File: src/rtl/lsp_pkg.sv
`timescale 1ns / 1ps
// ---------------------------------------------------------------------------
// lsp_pkg: shared types and constants of the line sensor position unit
// payload structs, register indexes and the per-sensor weight table
// ---------------------------------------------------------------------------
package lsp_pkg;

   localparam int SENSOR_COUNT = 10;
   localparam int CAL_BITS     = 7;
   localparam int CSR_WIDTH    = 35;
   localparam int SCALE_FULL   = 100;

   typedef enum logic [2:0] {
      REG_WHITE_ON_BLACK = 3'd0,
      REG_THRESHOLD      = 3'd1,
      REG_RECOVERY_GAIN  = 3'd2,
      REG_CAL_MIN_LOW    = 3'd3,
      REG_CAL_MIN_HIGH   = 3'd4,
      REG_CAL_MAX_LOW    = 3'd5,
      REG_CAL_MAX_HIGH   = 3'd6
   } reg_index_type;

   typedef struct packed {
      logic [11:0] sample_9;
      logic [11:0] sample_8;
      logic [11:0] sample_7;
      logic [11:0] sample_6;
      logic [11:0] sample_5;
      logic [11:0] sample_4;
      logic [11:0] sample_3;
      logic [11:0] sample_2;
      logic [11:0] sample_1;
      logic [11:0] sample_0;
   } req_word_type;

   typedef struct packed {
      logic signed [15:0] position;
      logic [9:0]         line_mask;
      logic [3:0]         active_count;
      logic               line_lost;
   } rsp_word_type;

   // classified frame handed from front to back
   typedef struct packed {
      logic [9:0]        line_mask;
      logic [3:0]        active_count;
      logic signed [4:0] weight_sum;
   } frame_type;

   typedef enum logic [1:0] {
      BK_IDLE = 2'd0,
      BK_DIV  = 2'd1,
      BK_OUT  = 2'd2
   } back_state_type;

   function automatic logic signed [3:0] sensor_weight(input int k);
      return (k < 5) ? 4'(k - 5) : 4'(k - 4);
   endfunction

endpackage

File: src/rtl/lsp_front.sv
`timescale 1ns / 1ps
// ---------------------------------------------------------------------------
// lsp_front: per-sensor scaling and thresholding
// walks the sensors one at a time through a shared restoring divider
// ---------------------------------------------------------------------------
module lsp_front import lsp_pkg::*; (
   input  logic         clock,
   input  logic         reset,
   input  logic         req_valid,
   output logic         req_stall,
   input  req_word_type req_word,
   input  logic         white_on_black,
   input  logic [6:0]   threshold,
   input  logic [34:0]  cal_min_low,
   input  logic [34:0]  cal_min_high,
   input  logic [34:0]  cal_max_low,
   input  logic [34:0]  cal_max_high,
   output logic         frm_valid,
   input  logic         frm_full,
   output frame_type    frm_word
);

   logic               busy_ff, busy_in;
   logic [3:0]         sensor_ff, sensor_in;
   logic [2:0]         bit_ff, bit_in;
   logic [13:0]        rem_ff, rem_in;
   logic [6:0]         quo_ff, quo_in;
   req_word_type       samp_ff, samp_in;
   frame_type          acc_ff, acc_in;
   logic               done_ff, done_in;

   logic [11:0] raw;
   logic [6:0]  v, mn, mx, span;
   logic [13:0] dividend;
   logic        degen, last_bit;
   logic [7:0]  scaled;
   logic        act;
   logic [34:0] min_word, max_word;
   logic [2:0]  slot;
   logic [13:0] rcur, dsub, rsub;
   logic [6:0]  qcur, qbit_quo;
   logic        ovf;

   assign req_stall = busy_ff || done_ff;
   assign frm_valid = done_ff;
   assign frm_word  = acc_ff;

   always_comb begin
      raw      = samp_ff[12*sensor_ff +: 12];
      v        = raw[11:5];
      slot     = (sensor_ff < 4'd5) ? sensor_ff[2:0] : 3'(sensor_ff - 4'd5);
      min_word = (sensor_ff < 4'd5) ? cal_min_low : cal_min_high;
      max_word = (sensor_ff < 4'd5) ? cal_max_low : cal_max_high;
      mn       = min_word[7*slot +: 7];
      mx       = max_word[7*slot +: 7];
      degen    = (mx <= mn);
      span     = mx - mn;
      dividend = 14'((v > mn) ? (v - mn) : 7'd0) * 14'(SCALE_FULL);
      last_bit = (bit_ff == 3'd0);
      // one quotient bit per cycle, msb first; a new sensor starts from its dividend
      rcur     = (bit_ff == 3'd6) ? dividend : rem_ff;
      qcur     = (bit_ff == 3'd6) ? 7'd0 : quo_ff;
      dsub     = {7'd0, span} << bit_ff;
      qbit_quo = qcur;
      rsub     = rcur;
      if (rcur >= dsub) begin
         qbit_quo[bit_ff] = 1'b1;
         rsub             = rcur - dsub;
      end
      // quotients of 128 and up do not fit the 7-bit result and saturate anyway
      ovf = (dividend >= {span, 7'd0});
      if (degen) scaled = (v <= mn) ? 8'd0 : 8'(SCALE_FULL);
      else if (ovf || qbit_quo > 7'(SCALE_FULL)) scaled = 8'(SCALE_FULL);
      else scaled = {1'b0, qbit_quo};
      if (white_on_black) act = $signed({1'b0, scaled}) <
                                $signed(9'(SCALE_FULL) - {2'b0, threshold});
      else act = scaled > {1'b0, threshold};
   end

   always_comb begin
      busy_in   = busy_ff;
      sensor_in = sensor_ff;
      bit_in    = bit_ff;
      rem_in    = rem_ff;
      quo_in    = quo_ff;
      samp_in   = samp_ff;
      acc_in    = acc_ff;
      done_in   = done_ff;
      if (done_ff && !frm_full) done_in = 1'b0;
      if (!busy_ff && !done_ff && req_valid) begin
         busy_in   = 1'b1;
         samp_in   = req_word;
         sensor_in = 4'd0;
         bit_in    = 3'd6;
         rem_in    = 14'd0;
         quo_in    = 7'd0;
         acc_in    = '0;
      end else if (busy_ff) begin
         rem_in = rsub;
         quo_in = qbit_quo;
         bit_in = bit_ff - 3'd1;
         if (last_bit) begin
            if (act) begin
               acc_in.line_mask[sensor_ff] = 1'b1;
               acc_in.active_count = acc_ff.active_count + 4'd1;
               acc_in.weight_sum   = acc_ff.weight_sum + 5'(sensor_weight(int'(sensor_ff)));
            end
            bit_in = 3'd6;
            if (sensor_ff == 4'(SENSOR_COUNT - 1)) begin
               busy_in = 1'b0;
               done_in = 1'b1;
            end else begin
               sensor_in = sensor_ff + 4'd1;
            end
         end
      end
   end

   always_ff @(posedge clock) begin
      if (reset) begin
         busy_ff <= 1'b0;
         done_ff <= 1'b0;
      end else begin
         busy_ff <= busy_in;
         done_ff <= done_in;
      end
      sensor_ff <= sensor_in;
      bit_ff    <= bit_in;
      rem_ff    <= rem_in;
      quo_ff    <= quo_in;
      samp_ff   <= samp_in;
      acc_ff    <= acc_in;
   end

endmodule

File: src/rtl/lsp_back.sv
`timescale 1ns / 1ps
// ---------------------------------------------------------------------------
// lsp_back: position computation
// serial signed divide of the weight sum, or gain scaling when the line is lost
// ---------------------------------------------------------------------------
module lsp_back import lsp_pkg::*; (
   input  logic         clock,
   input  logic         reset,
   input  logic         frm_valid,
   output logic         frm_full,
   input  frame_type    frm_word,
   input  logic [7:0]   recovery_gain,
   output logic         rsp_valid,
   input  logic         rsp_stall,
   output rsp_word_type rsp_word
);

   back_state_type     state_ff, state_in;
   frame_type          frm_ff, frm_in;
   logic [11:0]        mag_ff, mag_in;
   logic [11:0]        quo_ff, quo_in;
   logic [3:0]         step_ff, step_in;
   logic signed [11:0] last_ff, last_in;
   rsp_word_type       out_ff, out_in;

   logic [12:0]        trial;
   logic [11:0]        rem_next;
   logic signed [20:0] lost_prod;
   logic signed [15:0] lost_pos;
   logic               neg;

   always_comb begin
      frm_full  = (state_ff != BK_IDLE);
      rsp_valid = (state_ff == BK_OUT);
      rsp_word  = out_ff;
   end

   always_comb begin
      // magnitude 256*|wsum| <= 3840, one quotient bit per cycle
      trial    = {mag_ff[11:0], quo_ff[11]} - {9'd0, frm_ff.active_count};
      rem_next = trial[12] ? {mag_ff[10:0], quo_ff[11]} : trial[11:0];
      neg      = frm_ff.weight_sum[4];
      lost_prod = last_ff * $signed({1'b0, recovery_gain});
      lost_pos  = 16'((lost_prod + ((lost_prod < 0) ? 21'sd15 : 21'sd0)) >>> 4);
   end

   always_comb begin
      state_in = state_ff;
      unique case (state_ff)
         BK_IDLE: if (frm_valid) state_in = (frm_word.active_count == 4'd0) ? BK_OUT : BK_DIV;
         BK_DIV:  if (step_ff == 4'd0) state_in = BK_OUT;
         BK_OUT:  if (!rsp_stall) state_in = BK_IDLE;
         default: state_in = BK_IDLE;
      endcase
   end

   always_comb begin
      frm_in  = frm_ff;
      mag_in  = mag_ff;
      quo_in  = quo_ff;
      step_in = step_ff;
      last_in = last_ff;
      out_in  = out_ff;
      unique case (state_ff)
         BK_IDLE: if (frm_valid) begin
            frm_in  = frm_word;
            mag_in  = 12'd0;
            // dividend bits ride in quo and shift out as quotient bits shift in
            quo_in  = {(frm_word.weight_sum[4] ? 4'(-frm_word.weight_sum) :
                        4'(frm_word.weight_sum)), 8'd0};
            step_in = 4'd11;
            if (frm_word.active_count == 4'd0) begin
               out_in.position     = lost_pos;
               out_in.line_mask    = frm_word.line_mask;
               out_in.active_count = 4'd0;
               out_in.line_lost    = 1'b1;
            end
         end
         BK_DIV: begin
            mag_in  = rem_next;
            quo_in  = {quo_ff[10:0], ~trial[12]};
            step_in = step_ff - 4'd1;
         end
         BK_OUT: ;
         default: ;
      endcase
      if (state_ff == BK_DIV && step_ff == 4'd0) begin
         out_in.position     = 16'(neg ? -$signed({1'b0, quo_in}) : $signed({1'b0, quo_in}));
         out_in.line_mask    = frm_ff.line_mask;
         out_in.active_count = frm_ff.active_count;
         out_in.line_lost    = 1'b0;
         last_in             = 12'(neg ? -$signed({1'b0, quo_in}) : $signed({1'b0, quo_in}));
      end
   end

   always_ff @(posedge clock) begin
      if (reset) begin
         state_ff <= BK_IDLE;
         last_ff  <= '0;
      end else begin
         state_ff <= state_in;
         last_ff  <= last_in;
      end
      frm_ff  <= frm_in;
      mag_ff  <= mag_in;
      quo_ff  <= quo_in;
      step_ff <= step_in;
      out_ff  <= out_in;
   end

endmodule

File: src/rtl/line_sensor_position_unit.sv
`timescale 1ns / 1ps
// ---------------------------------------------------------------------------
// line_sensor_position_unit: ten-sensor line position
// scales and thresholds a frame, then forms the weighted mean position
// ---------------------------------------------------------------------------
//  channel | ports                        | direction
//  req     | req_valid req_stall req_word | in
//  rsp     | rsp_valid rsp_stall rsp_word | out
//  csr     | csr_write csr_index csr_data | in
//
// front: each sensor in turn goes through the shared scaling divider
// back: serial position divide, skipped when the line is lost
// the front takes the next frame while the back still works or is stalled
// synchronous reset restores register defaults and clears last position
module line_sensor_position_unit import lsp_pkg::*; (
   input  logic         clock,
   input  logic         reset,
   input  logic         req_valid,
   output logic         req_stall,
   input  req_word_type req_word,
   output logic         rsp_valid,
   input  logic         rsp_stall,
   output rsp_word_type rsp_word,
   input  logic         csr_write,
   input  logic [2:0]   csr_index,
   input  logic [34:0]  csr_data
);

   logic        wob_ff;
   logic [6:0]  thr_ff;
   logic [7:0]  gain_ff;
   logic [34:0] min_lo_ff, min_hi_ff, max_lo_ff, max_hi_ff;
   logic        frm_valid, frm_full;
   frame_type   frm_word;

   always_ff @(posedge clock) begin
      if (reset) begin
         wob_ff    <= 1'b0;
         thr_ff    <= 7'd50;
         gain_ff   <= 8'd16;
         min_lo_ff <= '0;
         min_hi_ff <= '0;
         max_lo_ff <= '1;
         max_hi_ff <= '1;
      end else if (csr_write) begin
         unique case (csr_index)
            REG_WHITE_ON_BLACK: wob_ff    <= csr_data[0];
            REG_THRESHOLD:      thr_ff    <= csr_data[6:0];
            REG_RECOVERY_GAIN:  gain_ff   <= csr_data[7:0];
            REG_CAL_MIN_LOW:    min_lo_ff <= csr_data;
            REG_CAL_MIN_HIGH:   min_hi_ff <= csr_data;
            REG_CAL_MAX_LOW:    max_lo_ff <= csr_data;
            REG_CAL_MAX_HIGH:   max_hi_ff <= csr_data;
            default: ;
         endcase
      end
   end

   lsp_front u_front (
      .clock, .reset, .req_valid, .req_stall, .req_word,
      .white_on_black(wob_ff), .threshold(thr_ff),
      .cal_min_low(min_lo_ff), .cal_min_high(min_hi_ff),
      .cal_max_low(max_lo_ff), .cal_max_high(max_hi_ff),
      .frm_valid, .frm_full, .frm_word
   );

   lsp_back u_back (
      .clock, .reset, .frm_valid, .frm_full, .frm_word,
      .recovery_gain(gain_ff), .rsp_valid, .rsp_stall, .rsp_word
   );

   a_lost_count: assert property (@(posedge clock) disable iff (reset)
      rsp_valid |-> (rsp_word.line_lost == (rsp_word.active_count == 4'd0)))
      else $error("line_lost disagrees with active_count");
   a_count_mask: assert property (@(posedge clock) disable iff (reset)
      rsp_valid |-> ($countones(rsp_word.line_mask) == int'(rsp_word.active_count)))
      else $error("active_count disagrees with mask");
   a_rsp_hold: assert property (@(posedge clock) disable iff (reset)
      (rsp_valid && rsp_stall) |=> $stable(rsp_word))
      else $error("stalled result changed");

endmodule
File: config.mk
export PLATFORM = sky130hd
export DESIGN_NAME = line_sensor_position_unit
export DESIGN_NICKNAME = d
export VERILOG_FILES = /design/src/rtl/lsp_pkg.sv /design/src/rtl/lsp_front.sv /design/src/rtl/lsp_back.sv /design/src/rtl/line_sensor_position_unit.sv
export SDC_FILE = /design/constraint.sdc
export NUM_CORES = 1
export LEC_CHECK = 0
export ABC_AREA = 1
export BUFFER_PORTS_ARGS = -buffer_cell sky130_fd_sc_hd__buf_2
export CAP_MARGIN = 10
export CORE_ASPECT_RATIO = 0.6
export CORE_MARGIN = 4
export CORE_UTILIZATION = 40
export DETAILED_ROUTE_END_ITERATION = 8
export SYNTH_ARGS = -nofsm -noshare
export SYNTH_HDL_FRONTEND = slang
export SYNTH_SLANG_ARGS = --single-unit
File: constraint.sdc
create_clock -name clock -period 16.1 [get_ports clock]
set_clock_uncertainty 0.2 [all_clocks]
set_input_delay 2.415 -clock clock [delete_from_list [all_inputs] [get_ports clock]]
set_output_delay 2.415 -clock clock [all_outputs]
set_load 0.01 [all_outputs]
==> results.py, run 1 <==
metrics = {
    "yosys": {
        "synth_edf_count": 131,
        "synthCells": 2863,
        "yosysWarningCount": 0,
        "ys_ff_latch": 363,
        "syn_area_um2": 22440,
        "synth_nets": 3247,
        "syn_avg_cell_area_um2": 7.837,
        "yosysSeqAreaShare": 0.3823,
        "ys_types": 57,
        "synth-main-ff-cell": "dfxtp_1",
        "async_reset_ff_frac": 0,
    },
    "global_routing": {
        "grt.overflow.total": 0,
        "grt_pass1_wl_um": 101300,
        "grt_max_degree": 114,
        "grtUsageTotal": 0.2106,
        "antenna_found_initial": 4,
        "grt_pass1_vias": 18950,
    },
    "power_and_ir_drop": {
        "swShare": 0.3650,
        "p_clk_frac": 0.311,
        "ir_drop_v": 0.00009915,
        "internal_power_mw": 1.850,
        "pwr-share-comb": 0.339,
        "seqPwrFrac": 0.350,
        "powerDensity_nw_per_um2": 116.3,
        "p_switching_mw": 1.063,
        "p_leak_nw": 11.79,
    },
    "routing": {
        "wl_per_cell_um": 17.08,
        "num_vias": 19480,
        "drc_errors": 0,
        "drt_iter0_drc": 1791,
        "ant_nets": 0,
        "firstDrtPassIters": 7,
        "via_per_inst": 5.233,
        "wl_um": 63580,
    },
    "cells_and_area": {
        "area_growth_pct": 11.67,
        "drive_above_1_share": 0.08947,
        "regArea_um2": 8579,
        "multiInputGateArea_um2": 11700,
        "post-route-util": 0.4569,
        "fin_cells": 3723,
        "nNetsFinal": 3329,
        "design_area_um2": 25060,
        "nFillCells": 5409,
    },
    "clock_tree": {
        "postCtsHoldBufs": 0,
        "cts_root_buffer": "clkbuf_16",
        "clk_pin_slew_ps": 60,
        "h-tree-depth": 2,
        "ctsResizeCount": 0,
        "cts_buffers": 37,
        "clock_sinks": 363,
        "cts_setup_buffers": 0,
        "clkLatencyLatePin_ps": 570,
        "clockBufferDepth": 3,
        "cts_tree": "built",
    },
    "die": {
        "rows": 66,
        "initial_core_util": 0.4092,
        "num_io_pins": 196,
        "core_area_um2": 54830,
        "fp.dieH_um": 191.5,
        "dieArea_um2": 60070,
        "fp.dieW_um": 313.8,
    },
    "placed_design": {
        "dpl-instance-area_um2": 23790,
        "portBuffers": 145,
        "dp_hpwl_um": 46620,
        "dp_cells": 3654,
        "routabilityCongestion": 0.8817,
    },
    "critical_path": {
        "critPathArrivalTime_ps": 14040,
        "cp_max_fo": 33,
        "slowest_delay_ps": 600,
        "crit_top_cell": "nand2_1",
        "critPathKind": "reg2reg",
        "cp-start-kind": "flop",
        "cp-end-kind": "flop",
        "slowest_stage": "a21oi_4",
        "cp.required_ps": 16330,
    },
    "sta": {
        "timing.final.crit_period_ps": 13820,
        "rsz0062_at_grt": "no",
        "setup_viol": 0,
        "worstMarginPinSlew_ps": 1118,
        "slew_headroom": 0.2545,
        "fmax_mhz": 72.38,
        "timing.setup.tns_ps": 0,
        "hold_viol": 0,
        "slew_violations": 0,
        "fin_crit_sh": 0.8582,
    },
    "run_status": {
        "status": "completed",
    },
    "hold_path": {
        "hold_path_class": "reg2reg",
    },
    "job": {
        "maxCapViolations": 0,
    },
}
==> layout make-up <==
| cell class | instances | area share |
|---|---|---|
| multi-input combinational | 1929 | 0.4668 |
| sequential | 363 | 0.3424 |
| inverter | 446 | 0.06697 |
| clock buffer | 49 | 0.04125 |
| tap | 748 | 0.03735 |
| timing repair buffer | 168 | 0.03586 |
| clock inverter | 18 | 0.009139 |
| antenna | 2 | 0.0001998 |
==> routing by layer <==
metal,vias to the layer above,track usage,share of wire
li1,9498,-,-
met3,100,0.05732,0.092
met5,-,0,0.00020
met1,9239,0.3071,0.48
met4,2,0.05143,0.018
met2,643,0.3087,0.41
==> layout by cell type, fill, tap and decap left out, drive strengths merged, types with 19 or more instances in the layout <==
master    n
a21oi   222
a22oi    29
buf     168
clkbuf   49
clkinv   19
dfxtp   232
edfxtp  131
fa       90
ha      131
inv     439
nand2   583
nand3   148
nor2    252
o21ai   243
o22ai    36
xnor2    22
xor2     37
==> Yosys cell counts, drive strengths merged (2+ instances only) <==
library cell,number,area (um2)
xnor2,22,192.7
a22oi,29,217.7
a21oi,222,1130
o22ai,36,225.2
nand4,13,81.33
o31ai,4,30.03
nor3,15,80.08
a211oi,4,30.03
and3,2,12.51
a21o,6,45.04
o211ai,14,105.1
a31oi,6,37.54
fa,90,1802
o21bai,4,30.03
or2,9,56.31
clkinv,7,26.28
dfxtp,232,4644
o221ai,9,78.83
a221oi,4,35.03
ha,131,1639
nor3b,2,15.01
o21ai,243,1224
mux2i,13,130.1
nor2,252,958.4
clkbuf,103,386.6
nand2,583,2193
o32ai,5,43.79
a32o,2,20.02
edfxtp,131,3934
nand3,148,760.7
and2,3,18.77
nand3b,11,82.58
xor2,37,324.1
inv,439,1648
o2111ai,3,26.28
buf,22,115.1
==> critical path, delay by kind of cell (launching register included) <==
kind | cells | cell delay, ps
AND/OR/NAND/NOR | 25 | 4200
AO/OA/AOI/OAI | 14 | 3150
adder cells (fa/ha/maj) | 8 | 2840
buffers and inverters | 11 | 2360
flip-flops | 1 | 510
XOR/XNOR | 2 | 400
==> logic make-up (layout without fill, tap and decap cells) <==
logic type | Yosys count | count (layout) | synth area share
multiplexers | 13 | 13 | 0.005799
AND/OR/NAND/NOR | 1039 | 1039 | 0.1901
AO/OA/AOI/OAI | 597 | 597 | 0.1484
buffers and inverters | 571 | 681 | 0.09697
flip-flops | 363 | 363 | 0.3823
adder cells (fa/ha/maj) | 221 | 221 | 0.1533
XOR/XNOR | 59 | 59 | 0.02303
other | 0 | 2 | 0
==> per-stage QoR <==
step                setup slack, ps  total power, mW  hold WS, ps
floorplan                      6081            1.783        208.2
global placement               2817            1.970        210.2
detailed placement             2687            2.000        213.2
CTS                            2643            2.909        228.1
global route                   1278            3.114        241.9
finish                         2283            2.913        230.5
==> power groups by stage <==
stage                     logic [mW]  clock network (mW)  registers, mW
final                          0.987               0.906           1.02
after global routing            1.12               0.965           1.02
after CTS                      0.968               0.921           1.02
after detailed placement       0.960                   0           1.04
after global placement         0.932                   0           1.04
after floorplan                0.755                   0           1.03
==> flip-flops by register name (all words and copies together) (netlist names), 14 cells and up <==
signal,cells
max_hi_ff,35
u_front.rem_ff,14
u_back.rsp_word,31
u_front.samp_ff,70
max_lo_ff,35
min_hi_ff,35
min_lo_ff,35
u_front.frm_word,19
u_back.frm_ff,15
==> path summary, 6_finish.rpt <==
path | end | depth (start not counted) | startpoint | slack, ps
setup reg to reg | u_front.frm_word[5] | 60 | u_front.sensor_ff[1] | 2280
hold / removal | u_back.frm_ff[11] | 0 | u_front.frm_word[11] | 230
setup / recovery | u_front.frm_word[5] | 60 | u_front.sensor_ff[1] | 2280
hold reg to reg | u_back.frm_ff[11] | 0 | u_front.frm_word[11] | 230
Note: power is estimated with default switching activity, not from simulation.
==> run 2, diff against run 1 <==
CTS_BUF_LIST = sky130_fd_sc_hd__clkbuf_4 sky130_fd_sc_hd__clkbuf_8   (was not set)
==> results.py, run 2 (same netlist as run 1, synthesis figures left out) <==
metrics = {
    "job": {
        "maxCapViolations": 0,
    },
    "clock_tree": {
        "clockBufferDepth": 3,
        "cts_setup_buffers": 0,
        "postCtsHoldBufs": 0,
        "clock_sinks": 363,
        "ctsResizeCount": 0,
        "clk_pin_slew_ps": 60,
        "cts_buffers": 56,
        "cts_root_buffer": "clkbuf_8",
        "h-tree-depth": 2,
        "cts_tree": "built",
        "clkLatencyLatePin_ps": 670,
    },
    "power_and_ir_drop": {
        "pwr-share-comb": 0.348,
        "swShare": 0.3730,
        "seqPwrFrac": 0.360,
        "powerDensity_nw_per_um2": 113.4,
        "fin_total_pwr_mw": 2.833,
        "p_clk_frac": 0.291,
        "internal_power_mw": 1.776,
        "ir_drop_v": 0.00009971,
        "p_switching_mw": 1.057,
        "p_leak_nw": 11.81,
    },
    "die": {
        "fp.dieW_um": 313.8,
        "dieArea_um2": 60070,
        "num_io_pins": 196,
        "rows": 66,
        "initial_core_util": 0.4092,
        "core_area_um2": 54830,
        "fp.dieH_um": 191.5,
    },
    "critical_path": {
        "crit_top_cell": "nand2_1",
        "critPathKind": "reg2reg",
        "r2r_slack_ps": 2160,
        "r2r-start": "u_front.sensor_ff[1]",
        "reg2reg_depth": 60,
        "slowest_stage": "a21oi_4",
        "slowest_delay_ps": 590,
        "critPathArrivalTime_ps": 14250,
        "endpoint": "u_front.frm_word[5]",
        "cp_max_fo": 33,
        "cp-end-kind": "flop",
        "cp-start-kind": "flop",
        "r2r-end": "u_front.frm_word[5]",
        "cp.required_ps": 16410,
        "setup.worst_path.start": "u_front.sensor_ff[1]",
    },
    "routing": {
        "drt_iter0_drc": 1818,
        "ant_nets": 0,
        "drc_errors": 0,
        "firstDrtPassIters": 6,
        "via_per_inst": 5.243,
        "wl_per_cell_um": 17.08,
        "num_vias": 19680,
        "wl_um": 64110,
    },
    "placed_design": {
        "portBuffers": 145,
        "dp_hpwl_um": 46620,
        "routabilityCongestion": 0.8817,
    },
    "hold_path": {
        "hold_path_class": "reg2reg",
    },
    "cells_and_area": {
        "final_common_cell": "nand2_1",
        "final_cell_mix": "581 x nand2_1, 429 x inv_1, 244 x nor2_1",
        "largest_reg_flops": 70,
        "area_growth_pct": 11.31,
        "drive_above_1_share": 0.1018,
        "regArea_um2": 8579,
        "multiInputGateArea_um2": 11700,
        "nFillCells": 5427,
        "regMostFlops": "u_front.samp_ff",
        "nNetsFinal": 3348,
    },
    "sta": {
        "fmax_mhz": 71.74,
        "setup_viol": 0,
        "timing.final.crit_period_ps": 13940,
        "timing.setup.tns_ps": 0,
        "slew_headroom": 0.2652,
        "fin_crit_sh": 0.8658,
        "hold_viol": 0,
        "slew_violations": 0,
        "worstMarginPinSlew_ps": 1102,
        "rsz0062_at_grt": "no",
    },
    "global_routing": {
        "antenna_found_initial": 3,
        "grtUsageTotal": 0.2122,
        "grt_pass1_wl_um": 101900,
        "grt_max_degree": 114,
        "grt_pass1_vias": 19110,
        "grt.overflow.total": 0,
    },
    "run_status": {
        "status": "completed",
    },
}
## run 2: changes by cell type in the layout (fill, tap and decap cells not counted), moves of 2 or more
cell | previous run | this run
clkbuf_8 | 2 | 69
clkbuf_16 | 39 | 0
clkbuf_4 | 0 | 20
clkbuf_1 | 8 | 0
bufinv_16 | 4 | 1
clkinv_2 | 7 | 5
clkinv_4 | 2 | 0
## run 2: how the worst min path moves through the flow
stage	startpoint	end	slack (ps)	depth (start not counted)
after floorplan	u_front.frm_word[10]	u_back.frm_ff[10]	210	0
after global placement	u_front.frm_word[10]	u_back.frm_ff[10]	210	0
after detailed placement	u_front.frm_word[11]	u_back.frm_ff[11]	210	0
after CTS	u_front.frm_word[18]	u_back.frm_ff[18]	230	0
after global routing	u_front.frm_word[18]	u_back.frm_ff[18]	240	0
final	u_front.frm_word[18]	u_back.frm_ff[18]	220	0
## run 2: metal layers
layer  vias up  GRT usage  routed length (um)
met5         -          0                  13
met1      9369     0.3080               30960
li1       9530          -                   -
met4         2    0.05691                1416
met2       677     0.3101               26010
met3       105    0.05829                5710
## run 2: power groups by stage
stage	clock (mW)	combinational (mW)	sequential [mW]
6_report	0.825	0.987	1.02
5_1_grt	0.887	1.13	1.02
4_1_cts	0.846	0.968	1.02
3_5_place_dp	0	0.960	1.04
3_3_place_gp	0	0.932	1.04
2_1_floorplan	0	0.755	1.03
## run 2: layout make-up
type                    instances  share of cell area
multi-input cells            1929              0.4683
flip-flops and latches        363              0.3435
inverters                     446             0.06718
clock buffers                  89             0.04404
well taps                     748             0.03747
repair buffers                168             0.03597
clock inverters                10            0.003407
diodes                          1           0.0001002
## run 2: critical path, delay by kind of cell, from the launching register on
kind,cells,cell delay (ps)
AND/OR/NAND/NOR,25,3940
AO/OA/AOI/OAI,14,3490
adder cells (fa/ha/maj),8,2830
buffers and inverters,11,2340
flip-flops,1,520
XOR/XNOR,2,400
## run 2: through the flow
stage	hold slack [ps]	worst slack (ps)	cells	area [um2]	utilization
after floorplan	208.2	6081	2863	22440	-
after CTS	225.2	2621	3753	24970	0.4554
after global routing	237.4	1250	3754	24980	0.4555
final	217.4	2161	3754	24980	0.4555
after global placement	210.2	2817	3654	23790	0.4338
after detailed placement	213.2	2687	3654	23790	0.4338
==> run 3, diff against run 2 <==
SYNTH_HIERARCHICAL = 1   (was not set)
==> results.py, run 3 <==
metrics = {
    "critical_path": {
        "slowest_stage": "o32ai_1",
        "setup.worst_path.start": "u_front/sensor_ff[1]",
        "crit_top_cell": "nand2_1",
        "r2r-start": "u_front/sensor_ff[1]",
        "cp_max_fo": 27,
        "cp-start-kind": "flop",
        "slowest_delay_ps": 610,
        "cp.required_ps": 16410,
        "cp-end-kind": "flop",
        "critPathArrivalTime_ps": 12640,
        "critPathKind": "reg2reg",
    },
    "cells_and_area": {
        "area_growth_pct": 9.800,
        "final_common_cell": "nand2_1",
        "nNetsFinal": 3632,
        "diodes": 0,
        "regMostFlops": "u_front/samp_ff",
        "drive_above_1_share": 0.1212,
        "largest_reg_flops": 70,
        "final_cell_mix": "757 x nand2_1, 453 x inv_1, 314 x nor2_1",
        "fin_cells": 4073,
    },
    "power_and_ir_drop": {
        "ir_drop_v": 0.0001132,
        "p_leak_nw": 12.66,
        "p_switching_mw": 1.148,
        "powerDensity_nw_per_um2": 112.4,
        "seqPwrFrac": 0.346,
        "swShare": 0.3870,
        "p_clk_frac": 0.282,
        "pwr-share-comb": 0.373,
        "internal_power_mw": 1.818,
    },
    "global_routing": {
        "antenna_found_initial": 0,
        "grtUsageTotal": 0.2111,
        "grt.overflow.total": 0,
        "grt_pass1_wl_um": 108600,
        "grt_pass1_vias": 19220,
        "grt_max_degree": 96,
    },
    "placed_design": {
        "portBuffers": 145,
        "dp_cells": 3971,
        "dp_hpwl_um": 50020,
        "routabilityCongestion": 0.9108,
    },
    "yosys": {
        "yosysSeqAreaShare": 0.3570,
        "synth_most_common_cell": "nand2_1",
        "synth_nets": 3544,
        "synth.top_cells.by_area": "dfxtp_1 19%, edfxtp_1 16%, nand2_1 12%, fa_1 7.5%, inv_1 7.1%",
        "yosysTopAreaCellShare": 0.1933,
        "ys_types": 73,
        "yosys.area.top_type": "dfxtp_1",
        "synth-main-ff-cell": "dfxtp_1",
        "synth_edf_count": 131,
        "syn_area_um2": 24030,
        "ys_ff_latch": 363,
        "synthCells": 3161,
        "yosysWarningCount": 6,
        "syn_avg_cell_area_um2": 7.601,
        "async_reset_ff_frac": 0,
        "netlist_top_cells_count": "757 x nand2_1, 454 x inv_1, 315 x nor2_1, 259 x nand3_1, 232 x dfxtp_1",
    },
    "clock_tree": {
        "h-tree-depth": 2,
        "clockBufferDepth": 3,
        "postCtsHoldBufs": 0,
        "clk_pin_slew_ps": 70,
        "clkLatencyLatePin_ps": 680,
        "cts_buffers": 57,
        "clock_sinks": 363,
        "cts_tree": "built",
        "ctsResizeCount": 0,
        "cts_setup_buffers": 0,
        "cts_root_buffer": "clkbuf_8",
    },
    "hold_path": {
        "hold_path_class": "reg2reg",
        "min-delay-start": "u_front/frm_word[12]",
    },
    "routing": {
        "drc_errors": 0,
        "wl_um": 68850,
        "drt_iter0_drc": 1890,
        "wl_per_cell_um": 16.90,
        "via_per_inst": 5.091,
        "ant_nets": 0,
        "num_vias": 20740,
        "firstDrtPassIters": 6,
    },
    "sta": {
        "slew_headroom": 0.2294,
        "fin_crit_sh": 0.7661,
        "rsz0062_at_grt": "no",
        "timing.final.crit_period_ps": 12330,
        "hold_viol": 0,
        "timing.setup.tns_ps": 0,
        "setup_viol": 0,
        "worstMarginPinSlew_ps": 1152,
        "fmax_mhz": 81.08,
        "slew_violations": 0,
    },
    "run_status": {
        "status": "completed",
    },
    "die": {
        "rows": 69,
        "dieArea_um2": 64180,
        "core_area_um2": 59310,
        "num_io_pins": 196,
        "initial_core_util": 0.4051,
        "fp.dieH_um": 197.8,
        "fp.dieW_um": 324.4,
    },
    "job": {
        "maxCapViolations": 0,
    },
}
run 3: routing by layer:
metal | global-route usage | vias up | routed length, um
li1 | - | 10370 | -
met1 | 0.3303 | 9695 | 35540
met2 | 0.2861 | 613 | 26020
met3 | 0.05874 | 59 | 6369
met4 | 0.04009 | 0 | 919
met5 | 0 | - | 0
run 3: critical path, delay by kind of cell (launching register included):
kind / cells / cell delay (ps)
flops: 1 / 310
fa+ha+maj: 8 / 3070
simple gates: 26 / 4320
buf+inv: 13 / 1630
compound gates: 13 / 2560
run 3: final cells by class:
| type | count | area, um2 |
|---|---|---|
| fillers | 6023 | 32930 |
| multi-input cells | 2176 | 12930 |
| flip-flops and latches | 363 | 8579 |
| inverters | 489 | 1851 |
| clock buffers | 84 | 1044 |
| well taps | 781 | 977.2 |
| repair buffers | 162 | 853.3 |
| clock inverters | 18 | 152.6 |
run 3: path summary, 6_finish.rpt:
check             cells past startpoint  slack [ps]             endpoint
setup / recovery                     60        3770  u_front/frm_word[8]
setup reg to reg                     60        3770  u_front/frm_word[8]
hold / removal                        0         260    u_back/frm_ff[12]
hold reg to reg                       0         260    u_back/frm_ff[12]
run 3: power by group through the flow:
| stage | clock [mW] | sequential [mW] | combinational (mW) |
|---|---|---|---|
| 2_1_floorplan | 0 | 1.03 | 0.853 |
| 5_1_grt | 0.894 | 1.03 | 1.25 |
| 6_report | 0.835 | 1.03 | 1.11 |
| 3_3_place_gp | 0 | 1.04 | 1.08 |
| 4_1_cts | 0.853 | 1.03 | 1.09 |
| 3_5_place_dp | 0 | 1.05 | 1.08 |
run 3: per-stage QoR:
stage	hold WS (ps)	utilization	worst slack, ps	area (um2)	total power, mW
CTS	255.2	0.4448	4054	26380	2.966
global route	275.4	0.4448	2944	26380	3.179
finish	255.8	0.4448	3766	26380	2.967
detailed placement	238.7	0.4247	4109	25190	2.126
floorplan	223.6	-	6943	24030	1.887
global placement	235.7	0.4247	4201	25190	2.121
run 3: logic make-up (layout without fill, tap and decap cells):
logic type,after synthesis,in the layout,synth area share
compound gates,443,443,0.1129
xor+xnor,46,46,0.01708
fa+ha+maj,220,220,0.1427
buf+inv,622,753,0.1053
flops,363,363,0.3570
mux,11,11,0.004583
simple gates,1456,1456,0.2604
